## config.mk

```make
export PLATFORM = sky130hd
export DESIGN_NAME = ncpe_div
export DESIGN_NICKNAME = d
export VERILOG_FILES = /design/src/ncpe_pkg.sv /design/src/ncpe_div.sv
export SDC_FILE = /design/constraint.sdc
export NUM_CORES = 1
export LEC_CHECK = 0
export BUFFER_PORTS_ARGS = -buffer_cell sky130_fd_sc_hd__clkbuf_2
export CAP_MARGIN = 10
export CORE_MARGIN = 4
export CORE_UTILIZATION = 35
export CTS_BUF_LIST = sky130_fd_sc_hd__clkbuf_8 sky130_fd_sc_hd__clkbuf_16
export DETAILED_ROUTE_END_ITERATION = 8
export GPL_TIMING_DRIVEN = 0
export SYNTH_ARGS = -nofsm -noshare
export SYNTH_HDL_FRONTEND = slang
export SYNTH_SLANG_ARGS = --single-unit
```

## constraint.sdc

```tcl
create_clock -name aclk -period 8.9 [get_ports aclk]
set_clock_uncertainty 0.2 [all_clocks]
set_input_delay 0.89 -clock aclk [delete_from_list [all_inputs] [get_ports aclk]]
set_output_delay 0.89 -clock aclk [all_outputs]
set_load 0.05 [all_outputs]
```

## src/ncpe_pkg.sv

```systemverilog
// shared constants and types of the nurbs curve point evaluator
package ncpe_pkg;

    localparam int MAX_POINTS_DEF = 64;
    localparam int MAX_DEGREE_DEF = 7;

    localparam int ONE_Q16 = 65536;
    localparam int NUM_W   = 58;   // dividend magnitude bits
    localparam int DEN_W   = 26;   // divisor magnitude bits

    localparam int S_DATA_W = 168;
    localparam int M_DATA_W = 104;

    typedef enum logic [1:0] {
        OP_LOAD_KNOT  = 2'd0,
        OP_LOAD_POINT = 2'd1,
        OP_EVAL       = 2'd2
    } op_t;

    typedef enum logic [1:0] {
        ST_OK        = 2'd0,
        ST_NO_SPAN   = 2'd1,
        ST_ZERO_DIV  = 2'd2,
        ST_SAT       = 2'd3
    } status_t;

    localparam logic CFG_DEGREE = 1'b0;
    localparam logic CFG_POINTS = 1'b1;

    typedef struct packed {
        logic        [23:0] w;
        logic signed [31:0] z;
        logic signed [31:0] y;
        logic signed [31:0] x;
    } point_t;

    typedef struct packed {
        logic        [25:0] w;
        logic signed [57:0] z;
        logic signed [57:0] y;
        logic signed [57:0] x;
    } work_t;

endpackage

```

## src/ncpe_div.sv

```systemverilog
// bit-serial restoring divider on magnitudes, one quotient bit per cycle
module ncpe_div import ncpe_pkg::*; #(
    parameter int NW = NUM_W,
    parameter int DW = DEN_W
) (
    input  logic                aclk,
    input  logic                aresetn,
    input  logic                start,
    input  logic signed [NW:0]  dividend,
    input  logic signed [DW:0]  divisor,
    output logic                busy,
    output logic                done,
    output logic [NW-1:0]       quo_mag,
    output logic                neg
);

    localparam int CNTW = $clog2(NW + 1);

    logic [NW-1:0]   num_reg;
    logic [DW-1:0]   rem_reg;
    logic [DW-1:0]   dvs_reg;
    logic [CNTW-1:0] cnt_reg;
    logic            busy_reg;
    logic            done_reg;
    logic            neg_reg;

    logic signed [NW:0] dvd_abs;
    logic signed [DW:0] dvs_abs;
    logic [DW:0]        trial;
    logic               fits;

    assign dvd_abs = dividend[NW] ? -dividend : dividend;
    assign dvs_abs = divisor[DW] ? -divisor : divisor;
    assign trial   = {rem_reg, num_reg[NW-1]};
    assign fits    = trial >= {1'b0, dvs_reg};

    always_ff @(posedge aclk) begin
        if (!aresetn) begin
            busy_reg <= 1'b0;
            done_reg <= 1'b0;
        end else begin
            done_reg <= 1'b0;
            if (start) begin
                num_reg  <= dvd_abs[NW-1:0];
                dvs_reg  <= dvs_abs[DW-1:0];
                rem_reg  <= '0;
                neg_reg  <= dividend[NW] ^ divisor[DW];
                cnt_reg  <= CNTW'(NW);
                busy_reg <= 1'b1;
            end else if (busy_reg) begin
                rem_reg <= fits ? DW'(trial - {1'b0, dvs_reg}) : trial[DW-1:0];
                num_reg <= {num_reg[NW-2:0], fits};
                cnt_reg <= cnt_reg - CNTW'(1);
                if (cnt_reg == CNTW'(1)) begin
                    busy_reg <= 1'b0;
                    done_reg <= 1'b1;
                end
            end
        end
    end

    assign busy    = busy_reg;
    assign done    = done_reg;
    assign quo_mag = num_reg;
    assign neg     = neg_reg;

endmodule

```

Yosys cells after proc, flatten, opt, wreduce, memory -nomap -nowiden:

Cells that the tools add are included.

* register bits after elaboration: 119
* input port bits: 89
* output and inout port bits: 61
* word-level logic and storage cells: 31

* add/sub/neg operators: 4
* order comparisons: 1
* eq/ne operators: 1
* multiplexer cells: 11
* bitwise gates (word level): 3
* reduce and logical (&&, ||, !) cells: 4

Operators by type and width (count)
* 2-to-1 mux 58 bit: 3
* 2-to-1 mux 26 bit: 3
* negator 58 bit: 1
* greater-or-equal comparator 27 x 26 -> 1 bit: 1
* negator 26 bit: 1
* subtractor 26 bit: 1
* == test 6 x 1 -> 1 bit (second input constant): 1
* 2-to-1 mux 6 bit: 1
* subtractor 6 x 1 -> 6 bit (second input constant): 1
* 2-to-1 mux 1 bit: 4
* AND reduction 2 bit: 2
* OR reduction 3 bit: 1
* inverter 1 bit: 2
* nonzero test 2 bit: 1
* XOR 1 bit: 1

Logic depth before layout (Yosys ltp):

Gate-level depths: netlist of the first run.

* depth after elaboration: 4
* depth in mapped cells: 13
* gate-level depth less buffers: 13

Worst setup path after synthesis of the first run:

No wires, ideal clock.

* path type: input to register
* from: in start
* to: reg cnt_reg[0] (enable)
* setup time: 0.457 ns
* arrival time: 3.437 ns
* required time: 8.243 ns
* setup slack: 4.806 ns
* stages: 3
* cell sequence: clkbuf_1 > clkbuf_1 > o21a_1

* cells in the longest elaborated chain, start to end: 2

Ends and longest elaborated chain
* from (decl): line ncpe_div.sv:8 `input logic start,`
* nonzero test 2 bit (no line)
* AND reduction 2 bit (no line)
* to (signal assigned): line ncpe_div.sv:48 `cnt_reg <= CNTW'(NW);`
* to (signal assigned): line ncpe_div.sv:53 `cnt_reg <= cnt_reg - CNTW'(1);`
* to (decl): line ncpe_div.sv:22 `logic [CNTW-1:0] cnt_reg;`

No other way between the ends.
A chain may end at the register's enable or synchronous reset.

Worst setup path in the final report of the first run:

* from: reg rem_reg[7]
* to: reg rem_reg[21] (data pin)

* cells in the longest elaborated chain, start to end: 3
* elaborated cells between the ends (all ways): 4

Ends and longest elaborated chain
* from (decl): line ncpe_div.sv:20 `logic [DW-1:0] rem_reg;`
* from (signal assigned): line ncpe_div.sv:51 `rem_reg <= fits ? DW'(trial - {1'b0, dvs_reg}) : trial[DW-1:0];`
* subtractor 26 bit or greater-or-equal comparator 27 x 26 -> 1 bit (tied branches): line ncpe_div.sv:51, ncpe_div.sv:35
* 2-to-1 mux 26 bit *: line ncpe_div.sv:51
* 2-to-1 mux 26 bit *: line ncpe_div.sv:50 `end else if (busy_reg) begin`

Every way passes the cells marked *; elsewhere a longest branch is shown, timed or not. The select of a mux whose other input is x is not followed.

==> results by stage, run 1 <==
Outcome:
- The run finished with clean final reports.

Worst setup path:
- The largest fanout of any net on the critical path is 10.
- The endpoint kind of the worst setup timing path is a flop.
- The number of cells on the worst reg-to-reg path is 12.
- Data arrives at the worst endpoint at 3.75 ns.
- The critical path data required time is 8.84 ns.
- The register-to-register setup slack is 5.09 ns.
- STA classifies the critical path startpoint as a flop.
- The class of the most critical setup path is flop to flop.

Clock network:
- The clock buffer count from CTS is 17.
- The number of setup buffers added after CTS is 0.
- CTS built an H-tree with a depth of 4.
- The clock root buffer master is sky130_fd_sc_hd__clkbuf_16.
- Clock-pin slew was measured on the worst setup and hold paths at 0.06 ns.
- The clock drives 119 sinks.
- The number of gates resized after CTS was 0.
- The maximum count of clock buffers along a single path is 2.
- Buffers inserted to repair hold after CTS numbered 0.
- The later pin in the worst-skew pair is clocked with a latency of 0.41 ns.
- The CTS tree is yes.

Yosys:
- In the synthesized netlist the dominant register cell turns out to be sky130_fd_sc_hd__edfxtp_1.
- The top cell type's share of synthesized area is 0.4449.
- Summed over all instances, the cell type with the most area after synthesis is sky130_fd_sc_hd__edfxtp_1.
- By area the synthesized netlist is led by sky130_fd_sc_hd__edfxtp_1, sky130_fd_sc_hd__xor2_1, sky130_fd_sc_hd__a21oi_1.
- The post-synthesis register bit count is 119.
- Counting flops with an async set or reset pin after synthesis yields a share of 0.
- The mean cell area of the mapped netlist is 9.823 um^2.
- The number of nets in the synthesized netlist is 924.
- The number of distinct library cell variants in the gate-level netlist after synthesis is 60.
- For this run, the number of Yosys warnings is 0.
- By count the netlist is led by sky130_fd_sc_hd__edfxtp_1, sky130_fd_sc_hd__nor2_1, sky130_fd_sc_hd__a21oi_1.
- In the post-synthesis netlist, the cell with the most instances is sky130_fd_sc_hd__edfxtp_1.
- Of the synthesized area, sequential elements account for 0.4499.
- The cell count after synthesis is 804.
- The number of enable-type register cells in the synthesized netlist is 117.
- Summing every instance area after synthesis gives 7898 um^2.

Route:
- After detailed routing, the average wire length per cell comes to 17.11 um.
- Before antenna repair, the detailed router went through 5 iterations.
- Detailed routing inserted a total of 6528 vias.
- In the routed design, unresolved DRC markers number 0.
- The routed via count divided by cell count is 5.177.
- After the first detailed-routing iteration, the DRC count stood at 373.
- In this run the remaining antenna-violating nets after routing total 0.
- The total routed wirelength is 21580 um.

Placement:
- The placer's final routability congestion estimate is 0.8949.
- The post-placement cell area is 9041 um^2.
- Summed over all nets, the half-perimeter wirelength after detailed placement is 16650 um.
- The total of buffers placed on input and output ports is 146.

Floorplanning:
- The core area is 22030 um^2.
- The number of I/O pins is 150.
- The die area is 25030 um^2.
- The starting density of the core is 0.3586.
- From bottom edge to top edge, the die measures 158.2 um.
- The cell row count is 54.
- The die is 158.2 um wide.

GRT:
- The total congestion overflow is 0.
- The initial antenna violation count came to 0.
- The all-layer global routing usage is 0.1773.
- Entering global routing, the biggest net connects 53 pins.
- The first global-routing pass estimated 34870 um of wire.
- The number of global-route vias before repair is 6654.

STA:
- Setup repair after global routing left no endpoint under its margin.
- In the finished design, the share of the clock period the worst path needs comes to 0.4278.
- The worst relative slew slack is 0.3010.
- The sum of negative setup slack is 0 ns.
- The post-route minimum period is 3.807 ns.
- Hold timing on the final database bottoms out at a slack of 0.2865 ns.
- Derived from the worst setup path, the maximum achievable clock frequency is 0.2627 GHz.
- The final number of hold-violating endpoints came to 0.
- The transition time at the pin with the least slew margin is 1.040 ns.
- The setup violation total in the final timing report is 0.
- The final max-slew violation count is 0.

Final layout:
- The ratio of cells with drive above 1 in the final layout is 0.2049.
- With fillers left out, the area of the finished cells amounts to 9517 um^2.
- The diode insertion count for antenna repair is 0.
- The register with the most flip-flops in the layout has 58 of them.
- At the end of the flow the core is filled with cells to 0.4321.
- The area overhead of the layout relative to synthesis is 20.50%.
- The net count of the finished layout is 1091.

Power:
- Across the VDD grid, the largest voltage drop is 0.1467 mV.
- The power density normalized to cell area is 184.6 nW/um^2.
- In this run the static leakage power is 3.835 nW.

Job:
- Max-cap violations in this run came to 0.

Min path:
- The path category of the worst min-delay check is flop to flop.
- The worst hold path passes through 2 cells.
==> metrics by stage <==
step | total power [mW] | worst slack [ns] | std cells
2_1_floorplan | 1.059 | 4.806 | 804
5_1_grt | 1.849 | 4.855 | 1261
3_5_place_dp | 1.192 | 4.767 | 1232
3_3_place_gp | 1.187 | 3.407 | 1230
6_report | 1.756 | 5.093 | 1261
4_1_cts | 1.768 | 5.101 | 1261
==> final cells by class <==
class	count	area (um^2)
Clock inverter	12	50.05
Tap cell	280	350.3
Sequential cell	119	3553
Buffer	38	148.9
Timing Repair Buffer	148	785.8
Clock buffer	17	425.4
Multi-Input combinational cell	606	4049
Inverter	41	153.9
Fill cell	2180	12510
==> path summary, 6_finish.rpt <==
path | start | endpoint
worst max register to register | rem_reg[7] | rem_reg[21]
worst min register to register | busy | done
worst max-delay path | rem_reg[7] | rem_reg[21]
worst min-delay path | busy | done
==> cells by family (layout without fill, tap and decap cells) <==
group           Yosys count  in the layout  synth area share
mux                      21             21           0.02693
buf+inv                  79            256           0.03834
fa+ha+maj                31             31           0.05006
flops                   119            119            0.4499
simple gates            235            235            0.1522
xor+xnor                104            104            0.1153
compound gates          215            215            0.1671
==> worst max-delay path, cell delays in order (launching register included) <==
cell                       delay, ns
sky130_fd_sc_hd__edfxtp_1       0.39
sky130_fd_sc_hd__ha_1           0.30
sky130_fd_sc_hd__buf_2          0.18
sky130_fd_sc_hd__a211oi_1       0.25
sky130_fd_sc_hd__nor2_1         0.09
sky130_fd_sc_hd__or4b_1         0.46
sky130_fd_sc_hd__o21ai_1        0.25
sky130_fd_sc_hd__a211oi_1       0.16
sky130_fd_sc_hd__o41ai_2        0.53
sky130_fd_sc_hd__o21ai_2        0.19
sky130_fd_sc_hd__buf_2          0.26
sky130_fd_sc_hd__mux2i_1        0.21
sky130_fd_sc_hd__nor2_1         0.06
==> placed cells by master (no fill, tap or decap), types with 3 or more instances in the layout <==
cell and n:
sky130_fd_sc_hd__clkbuf_16 17, sky130_fd_sc_hd__nand3_1 11, sky130_fd_sc_hd__clkbuf_2 146, sky130_fd_sc_hd__xnor2_1 39, sky130_fd_sc_hd__clkinv_1 5, sky130_fd_sc_hd__and3_1 4
sky130_fd_sc_hd__a211oi_1 9, sky130_fd_sc_hd__a21oi_1 86, sky130_fd_sc_hd__o21bai_1 3, sky130_fd_sc_hd__o41ai_2 3, sky130_fd_sc_hd__nor3_1 10, sky130_fd_sc_hd__a31oi_1 4
sky130_fd_sc_hd__nand2_1 43, sky130_fd_sc_hd__o21ai_0 48, sky130_fd_sc_hd__ha_1 30, sky130_fd_sc_hd__o211ai_1 5, sky130_fd_sc_hd__or3_1 10, sky130_fd_sc_hd__clkbuf_1 30
sky130_fd_sc_hd__mux2i_1 19, sky130_fd_sc_hd__or4_4 4, sky130_fd_sc_hd__edfxtp_1 117, sky130_fd_sc_hd__o41ai_1 9, sky130_fd_sc_hd__nor2b_1 6, sky130_fd_sc_hd__nor4_1 3
sky130_fd_sc_hd__o31ai_1 18, sky130_fd_sc_hd__or4_1 9, sky130_fd_sc_hd__buf_2 5, sky130_fd_sc_hd__nor2_1 103, sky130_fd_sc_hd__inv_1 44, sky130_fd_sc_hd__buf_1 3
sky130_fd_sc_hd__a21o_1 9, sky130_fd_sc_hd__xor2_1 65, sky130_fd_sc_hd__nand2b_1 5, sky130_fd_sc_hd__o21a_1 9, sky130_fd_sc_hd__clkinv_2 4, sky130_fd_sc_hd__nand4_1 5
==> per-layer routing <==
layer  up-vias  global-route usage  share of wire
met3        38             0.05194          0.066
met5         -                   0              0
li1       3254                   -              -
met1      3048              0.2226           0.43
met2       188              0.2874           0.48
met4         0             0.07149          0.030
==> power by group <==
group / switching, mW / internal [mW]
Sequential: 0.0241 / 0.681
Combinational: 0.304 / 0.173
Clock: 0.236 / 0.339
Note: power is estimated with default switching activity, not from simulation.
==> run 2: changes to the inputs <==
clock period = 3.85 ns   (was 8.9 ns; I/O delays follow)
==> run 2 against run 1 <==
Die area stayed put. Sequential cell count unchanged. Sequential share of layout area down 0.22 points. Critical path type unchanged. Highest routed layer unchanged.
==> results by stage, run 2 (synthesis gave the netlist of run 1 again) <==
Outcome:
- The run finished with clean final reports.

STA:
- The setup violation total in the final timing report was 0 (unchanged).
- The sum of negative setup slack came to 0 ns (unchanged).
- The final max-slew violation count was 0 (unchanged).
- The fraction of the cycle the final worst path needs is 0.9460 (+0.5183).
- The final number of hold-violating endpoints was 0 (unchanged).
- The post-route minimum period was 3.642 ns (-0.1650 ns).
- The worst relative slew slack is 0.2723 (-0.02870).
- The final worst setup slack is 0.2077 ns (-4.885 ns).
- The transition time at the pin with the least slew margin is 1.082 ns (+0.04268 ns).
- The peak clock frequency supported by timing was 0.2746 GHz (+4.5%).

Clock network:
- The deepest level of the CTS H-tree is 4 (unchanged).
- The clock latency of the later-clocked register in the worst-skew pair was 0.41 ns (about the same).
- The register clock-pin slew on the reported worst setup and hold paths is 0.05 ns (about the same).
- The clock buffer count from CTS was 17 (unchanged).
- The CTS tree is yes.
- The clock root buffer master is sky130_fd_sc_hd__clkbuf_16.
- The number of clock sinks is 119 (unchanged).
- The maximum count of clock buffers along a single path was 2 (unchanged).

Power:
- The overall power of the completed layout is 4.078 mW (+130%).
- The worst voltage drop across the vdd grid is 0.3412 mV (+130%).
- The clock share of power is 0.325 (-0.002).
- The switching portion of total power came to 0.3202 (-0.0005668).
- The combinational group share of total power is 0.275 (+0.004).
- The sequential cell fraction of total power is 0.400 (-0.002).
- The power density normalized to cell area came to 426.0 nW/um^2 (+130%).
- The internal power is 2.772 mW (+130%).
- The standby leakage power is 3.861 nW (+0.67%).
- The net load switching power is 1.306 mW (+130%).

Job:
- The max capacitance violation total is 0 (unchanged).

Floorplanning:
- The x dimension of the die is 158.2 um (unchanged).
- The core area is 22030 um^2 (unchanged).
- The cell row count was 54 (unchanged).
- The die extent in y came to 158.2 um (unchanged).
- The starting density of the core is 0.3586 (unchanged).
- The die area is 25030 um^2 (unchanged).
- The number of I/O pins is 150 (unchanged).

Route:
- The detailed-routing iteration count for the pre-antenna-repair pass was 5 (unchanged).
- The count of antenna-violating nets left after detailed routing came to 0 (unchanged).
- The detailed-route DRC error count is 0 (unchanged).
- The via count is 6572 (+0.67%).
- The routed length per instance is 17.07 um (-0.26%).
- The total routed wirelength is 21610 um (+0.14%).
- The violation count after the first detailed-route iteration came to 368 (-1.3%).
- The routed via count divided by cell count is 5.191 (+0.28%).

GRT:
- The initial antenna violation count is 0 (unchanged).
- The total congestion overflow is 0 (unchanged).
- The first-pass GRT wire length is 34870 um (unchanged).
- The all-layer global routing usage is 0.1773 (unchanged).
- The maximum number of pins on one net before global-route repair is 53 (unchanged).
- The number of global-route vias before repair is 6655 (+0.015%).

Worst setup path:
- The arrival time reported for the critical path endpoint came to 3.58 ns (-0.17 ns).
- The worst reg2reg path startpoint is rem_reg[7].
- The critical path data required time was 3.79 ns (-5.05 ns).
- The endpoint kind of the worst setup timing path is a flop.
- The worst setup path startpoint is rem_reg[7].
- The largest fanout of any net on the critical path came to 10 (unchanged).
- The class of the most critical setup path is flop to flop.
- The type of element launching the critical path is a flop.

Placement:
- The total of buffers placed on input and output ports is 146 (unchanged).
- The placer's final routability congestion estimate is 0.8949 (unchanged).
- The pre-CTS setup slack is 0.06724 ns (-4.700 ns).
- The estimated wirelength of the detail-placed design is 16650 um (unchanged).

Min path:
- The path category of the worst min-delay check is primary input to flop.
- The startpoint identified for the worst hold timing path is aresetn.

Final layout:
- The diode insertion count for antenna repair is 0 (unchanged).
- The count of filler cells inserted in the layout is 2180 (unchanged).
- The number of flip-flops under the largest register name was 58 (unchanged).
- The net count of the finished layout is 1096 (+0.46%).
- The area overhead of the layout relative to synthesis is 21.21%.
- The most frequent standard cell in the layout excluding fill and tap cells is sky130_fd_sc_hd__clkbuf_2.
- The top cell types in the final layout, fill and taps aside, are sky130_fd_sc_hd__clkbuf_2, sky130_fd_sc_hd__edfxtp_1, sky130_fd_sc_hd__nor2_1.
- The ratio of cells with drive above 1 in the final layout is 0.2099 (+0.005046).
-- run 2: changes by cell type in the layout (fill, tap and decap cells not counted) --
cell / change
sky130_fd_sc_hd__a211oi_1: -1
sky130_fd_sc_hd__buf_4: +6
sky130_fd_sc_hd__a31oi_2: +1
sky130_fd_sc_hd__a31oi_1: -1
sky130_fd_sc_hd__a211oi_2: +1
sky130_fd_sc_hd__buf_2: -2
sky130_fd_sc_hd__dlygate4sd3_1: +1
-- run 2: repair_timing --
action | 4_1_cts | 5_1_grt
hold buffers | 1 | 0
hold endpoints to repair | 1 | 0
endpoints found under the setup margin | 0 | 24
resized for setup | 0 | 6
buffers inserted | 0 | 4
-- run 2: worst paths after layout --
path	depth (start not counted)	slack, ns	end
worst max-delay path	13	0.21	rem_reg[21]
worst min-delay path	3	0.03	done
worst max register to register	13	0.21	rem_reg[21]
worst min register to register	2	0.28	done
-- run 2: critical path: stages, from the launching register on --
cell                       delay, ns
sky130_fd_sc_hd__edfxtp_1       0.39
sky130_fd_sc_hd__ha_1           0.29
sky130_fd_sc_hd__buf_2          0.19
sky130_fd_sc_hd__nand4_1        0.16
sky130_fd_sc_hd__or3_1          0.39
sky130_fd_sc_hd__a31oi_1        0.23
sky130_fd_sc_hd__o21ai_1        0.18
sky130_fd_sc_hd__a211oi_2       0.27
sky130_fd_sc_hd__o41ai_2        0.09
sky130_fd_sc_hd__buf_4          0.16
sky130_fd_sc_hd__o21ai_2        0.25
sky130_fd_sc_hd__buf_4          0.27
sky130_fd_sc_hd__mux2i_1        0.24
sky130_fd_sc_hd__nor2_1         0.06
-- run 2: layer usage --
| metal | GRT usage | part of all wire | up-vias |
|---|---|---|---|
| met5 | 0 | 0 | - |
| met4 | 0.07149 | 0.029 | 0 |
| met3 | 0.05194 | 0.073 | 38 |
| met2 | 0.2874 | 0.48 | 208 |
| met1 | 0.2226 | 0.42 | 3063 |
| li1 | - | - | 3263 |
-- run 2: area by class of cell --
cell class	count	area, um^2	share of cell area
plain buffers	38	153.9	0.01608
clock inverters	12	50.05	0.005228
repair buffers	153	825.8	0.08626
flip-flops and latches	119	3553	0.3712
multi-input cells	606	4060	0.4241
well taps	280	350.3	0.03660
inverters	41	153.9	0.01608
clock buffers	17	425.4	0.04444
-- run 2: power groups by stage --
stage / clock [mW] / sequential, mW / combinational [mW]
detailed placement: 0 / 1.65 / 1.10
CTS: 1.35 / 1.63 / 1.11
global route: 1.41 / 1.64 / 1.24
floorplan: 0 / 1.80 / 0.651
global placement: 0 / 1.66 / 1.08
finish: 1.33 / 1.63 / 1.12
-- run 2: through the flow --
stage / cell area [um^2] / hold WS (ns) / instances / utilization
after global routing: 9573 / 0.03315 / 1266 / 0.4346
after detailed placement: 9041 / 0.2741 / 1232 / 0.4105
after floorplan: 7898 / 0.2839 / 804 / -
after global placement: 8979 / 0.2526 / 1230 / 0.4076
final: 9573 / 0.02729 / 1266 / 0.4346
after CTS: 9527 / 0.008925 / 1262 / 0.4325
==> run 3: changes to the inputs <==
RECOVER_POWER = 50   (was not set)
==> run 3 against run 2 <==
The run now ends with capacitance limit, slew limit left. Global-route usage stayed put. Die area is the same. Utilization fell by 0.51 points. Critical path type unchanged. Highest routed layer unchanged.
==> results by stage, run 3 (synthesis gave the netlist of run 1 again) <==
Outcome:
- The flow ran to the end, but the final reports show violations.
- The final reports fail on capacitance limit, slew limit.

Final layout:
- The number of flip-flops under the largest register name is 58 (unchanged).
- The area overhead of the layout relative to synthesis is 19.80%.
- The library cells used most frequently in the layout, excluding fill and tap cells, are sky130_fd_sc_hd__edfxtp_1, sky130_fd_sc_hd__nor2_1, sky130_fd_sc_hd__clkbuf_1.
- The final cell count without fillers is 1266 (unchanged).
- The ratio of cells with drive above 1 in the final layout is 0.1430 (-0.06694).
- The net count of the finished layout is 1096 (unchanged).
- The most frequent standard cell in the layout excluding fill and tap cells is sky130_fd_sc_hd__edfxtp_1.
- The diode insertion count for antenna repair came to 0 (unchanged).
- The count of filler cells inserted in the layout is 2229 (+2.2%).

STA:
- The post-route minimum period is 3.650 ns (+0.007354 ns).
- The transition time at the pin with the least slew margin is 1.919 ns (+0.8371 ns).
- The final worst setup slack is 0.2004 ns (-0.007354 ns).
- The setup violation total in the final timing report was 0 (unchanged).
- The fraction of the cycle the final worst path needs is 0.9480 (+0.001910).
- The final number of hold-violating endpoints is 0 (unchanged).
- The peak clock frequency supported by timing is 0.2740 GHz (-0.20%).
- The worst relative slew slack is -0.2795 (-0.5519).
- The worst hold slack after final layout is 0.02034 ns (-0.006950 ns).
- The final max-slew violation count was 40 (+40).

Placement:
- The total of buffers placed on input and output ports is 146 (unchanged).
- The estimated wirelength of the detail-placed design was 16650 um (unchanged).
- The placer's final routability congestion estimate is 0.8949 (unchanged).
- The pre-CTS setup slack is 0.06724 ns (unchanged).
- The post-placement cell count came to 1232 (unchanged).

Route:
- The routed via count divided by cell count is 5.199 (+0.15%).
- The via count is 6582 (+0.15%).
- The routed length per instance is 17.06 um (about the same).
- The count of antenna-violating nets left after detailed routing came to 0 (unchanged).
- The detailed-route DRC error count came to 0 (unchanged).
- The detailed-routing iteration count for the pre-antenna-repair pass came to 5 (unchanged).
- The total routed wirelength was 21600 um (about the same).
- The violation count after the first detailed-route iteration is 350 (-4.9%).

Worst setup path:
- The number of cells on the worst reg-to-reg path is 13 (unchanged).
- The count of cell instances traversed by the critical path was 13 (unchanged).
- The register-to-register setup slack was 0.20 ns (about the same).
- The arrival time reported for the critical path endpoint is 3.59 ns (about the same).
- The cell seen most often among critical-path stages is sky130_fd_sc_hd__buf_4.
- The worst stage delay on the critical path was 0.39 ns (about the same).
- The largest fanout of any net on the critical path came to 10 (unchanged).
- The largest individual stage delay along the critical path comes from the cell sky130_fd_sc_hd__edfxtp_1.
- The cell family contributing the most delay on the critical path is compound AO/OA/AOI/OAI gates.
- Traced cell by cell, the critical path runs through ha_1 > buf_2 > nand4_1 > or3_1 > a31oi_1 > o21ai_1 > a211oi_2 > o41ai_2 > buf_4 > o21ai_2 > buf_4 > mux2i_1 > nor2_1.
- The critical path data required time is 3.79 ns (about the same).
- The endpoint kind of the worst setup timing path is a flop.
- The number of buffer and inverter instances along the worst setup path is 3 (unchanged).
- STA classifies the critical path startpoint as a flop.
- The setup path with the least slack is of type flop to flop.

GRT:
- The all-layer global routing usage is 0.1773 (unchanged).
- The total congestion overflow is 0 (unchanged).
- The initial antenna violation count was 0 (unchanged).
- The first-pass GRT wire length is 34870 um (unchanged).
- The number of global-route vias before repair is 6655 (unchanged).
- The maximum number of pins on one net before global-route repair was 53 (unchanged).

Clock network:
- The maximum count of clock buffers along a single path is 2 (unchanged).
- The register clock-pin slew on the reported worst setup and hold paths came to 0.05 ns (about the same).
- The CTS tree is yes.
- The deepest level of the CTS H-tree is 4 (unchanged).
- Clock tree synthesis selected as its root buffer the cell sky130_fd_sc_hd__clkbuf_16.
- The number of clock sinks is 119 (unchanged).
- The clock buffer count from CTS is 17 (unchanged).
- The clock latency of the later-clocked register in the worst-skew pair was 0.41 ns (about the same).

Power:
- The power density normalized to cell area is 429.7 nW/um^2 (+0.87%).
- The standby leakage power is 3.658 nW (-5.3%).
- The overall power of the completed layout is 4.066 mW (-0.30%).
- The worst voltage drop across the vdd grid is 0.3409 mV (about the same).
- The combinational group share of total power is 0.272 (-0.003).
- The net load switching power is 1.306 mW (about the same).
- The switching portion of total power is 0.3213 (+0.001145).
- The clock share of power was 0.327 (+0.002).
- The internal power is 2.759 mW (-0.47%).
- The sequential cell fraction of total power came to 0.401 (about the same).

Floorplanning:
- The cell row count is 54 (unchanged).
- The x dimension of the die was 158.2 um (unchanged).
- The starting density of the core is 0.3586 (unchanged).
- The die area came to 25030 um^2 (unchanged).
- The core area came to 22030 um^2 (unchanged).
- The number of I/O pins was 150 (unchanged).
- The die extent in y is 158.2 um (unchanged).

Min path:
- The path class of the tightest hold or removal check is primary input to flop.
- The hold-critical path depth came to 3 (unchanged).

Job:
- The max capacitance violation total is 1 (+1).
-- run 3: what timing repair did --
item                       in CTS  in global routing
hold buffers                    1                  0
hold endpoints to repair        1                  0
resized for setup               0                  6
setup endpoints to repair       0                 24
setup buffers                   0                  4
-- run 3: power groups by stage --
| stage | registers (mW) | clock network, mW | logic [mW] |
|---|---|---|---|
| floorplan | 1.80 | 0 | 0.651 |
| global placement | 1.66 | 0 | 1.08 |
| detailed placement | 1.65 | 0 | 1.10 |
| CTS | 1.63 | 1.35 | 1.11 |
| global route | 1.64 | 1.41 | 1.23 |
| finish | 1.63 | 1.33 | 1.11 |
-- run 3: final timing paths --
| path | start | endpoint |
|---|---|---|
| max | rem_reg[7] | rem_reg[21] |
| min | aresetn | done |
| max reg2reg | rem_reg[7] | rem_reg[21] |
| min reg2reg | busy | done |
-- run 3: cell type report --
class	instances	area, um^2	share of cell area
multi-input combinational	606	4053	0.4283
timing repair buffer	153	721.9	0.07630
clock inverter	12	50.05	0.005290
tap	280	350.3	0.03703
sequential	119	3553	0.3756
buffer	38	153.9	0.01627
inverter	41	153.9	0.01627
clock buffer	17	425.4	0.04496
-- run 3: metal layers --
layer / global-route usage / part of all wire
met4: 0.07149 / 0.027
met3: 0.05194 / 0.068
met1: 0.2226 / 0.42
met5: 0 / 0
met2: 0.2874 / 0.48
-- run 3: stage by stage --
| stage | utilization | cell area (um^2) | setup TNS [ns] |
|---|---|---|---|
| after global placement | 0.4076 | 8979 | -102.88 |
| after floorplan | - | 7898 | 0 |
| final | 0.4296 | 9462 | 0 |
| after global routing | 0.4296 | 9462 | -0.001637 |
| after detailed placement | 0.4105 | 9041 | 0 |
| after CTS | 0.4325 | 9527 | 0 |
-- run 3: worst reg2reg max path, delay by kind of cell, from the launching register on --
| family | cells | cell delay (ns) |
|---|---|---|
| and+or+nand+nor | 3 | 0.61 |
| AOI/OAI and AO/OA | 5 | 1.02 |
| adders and majority gates | 1 | 0.29 |
| buffers and inverters | 3 | 0.62 |
| muxes | 1 | 0.25 |
| DFF | 1 | 0.39 |
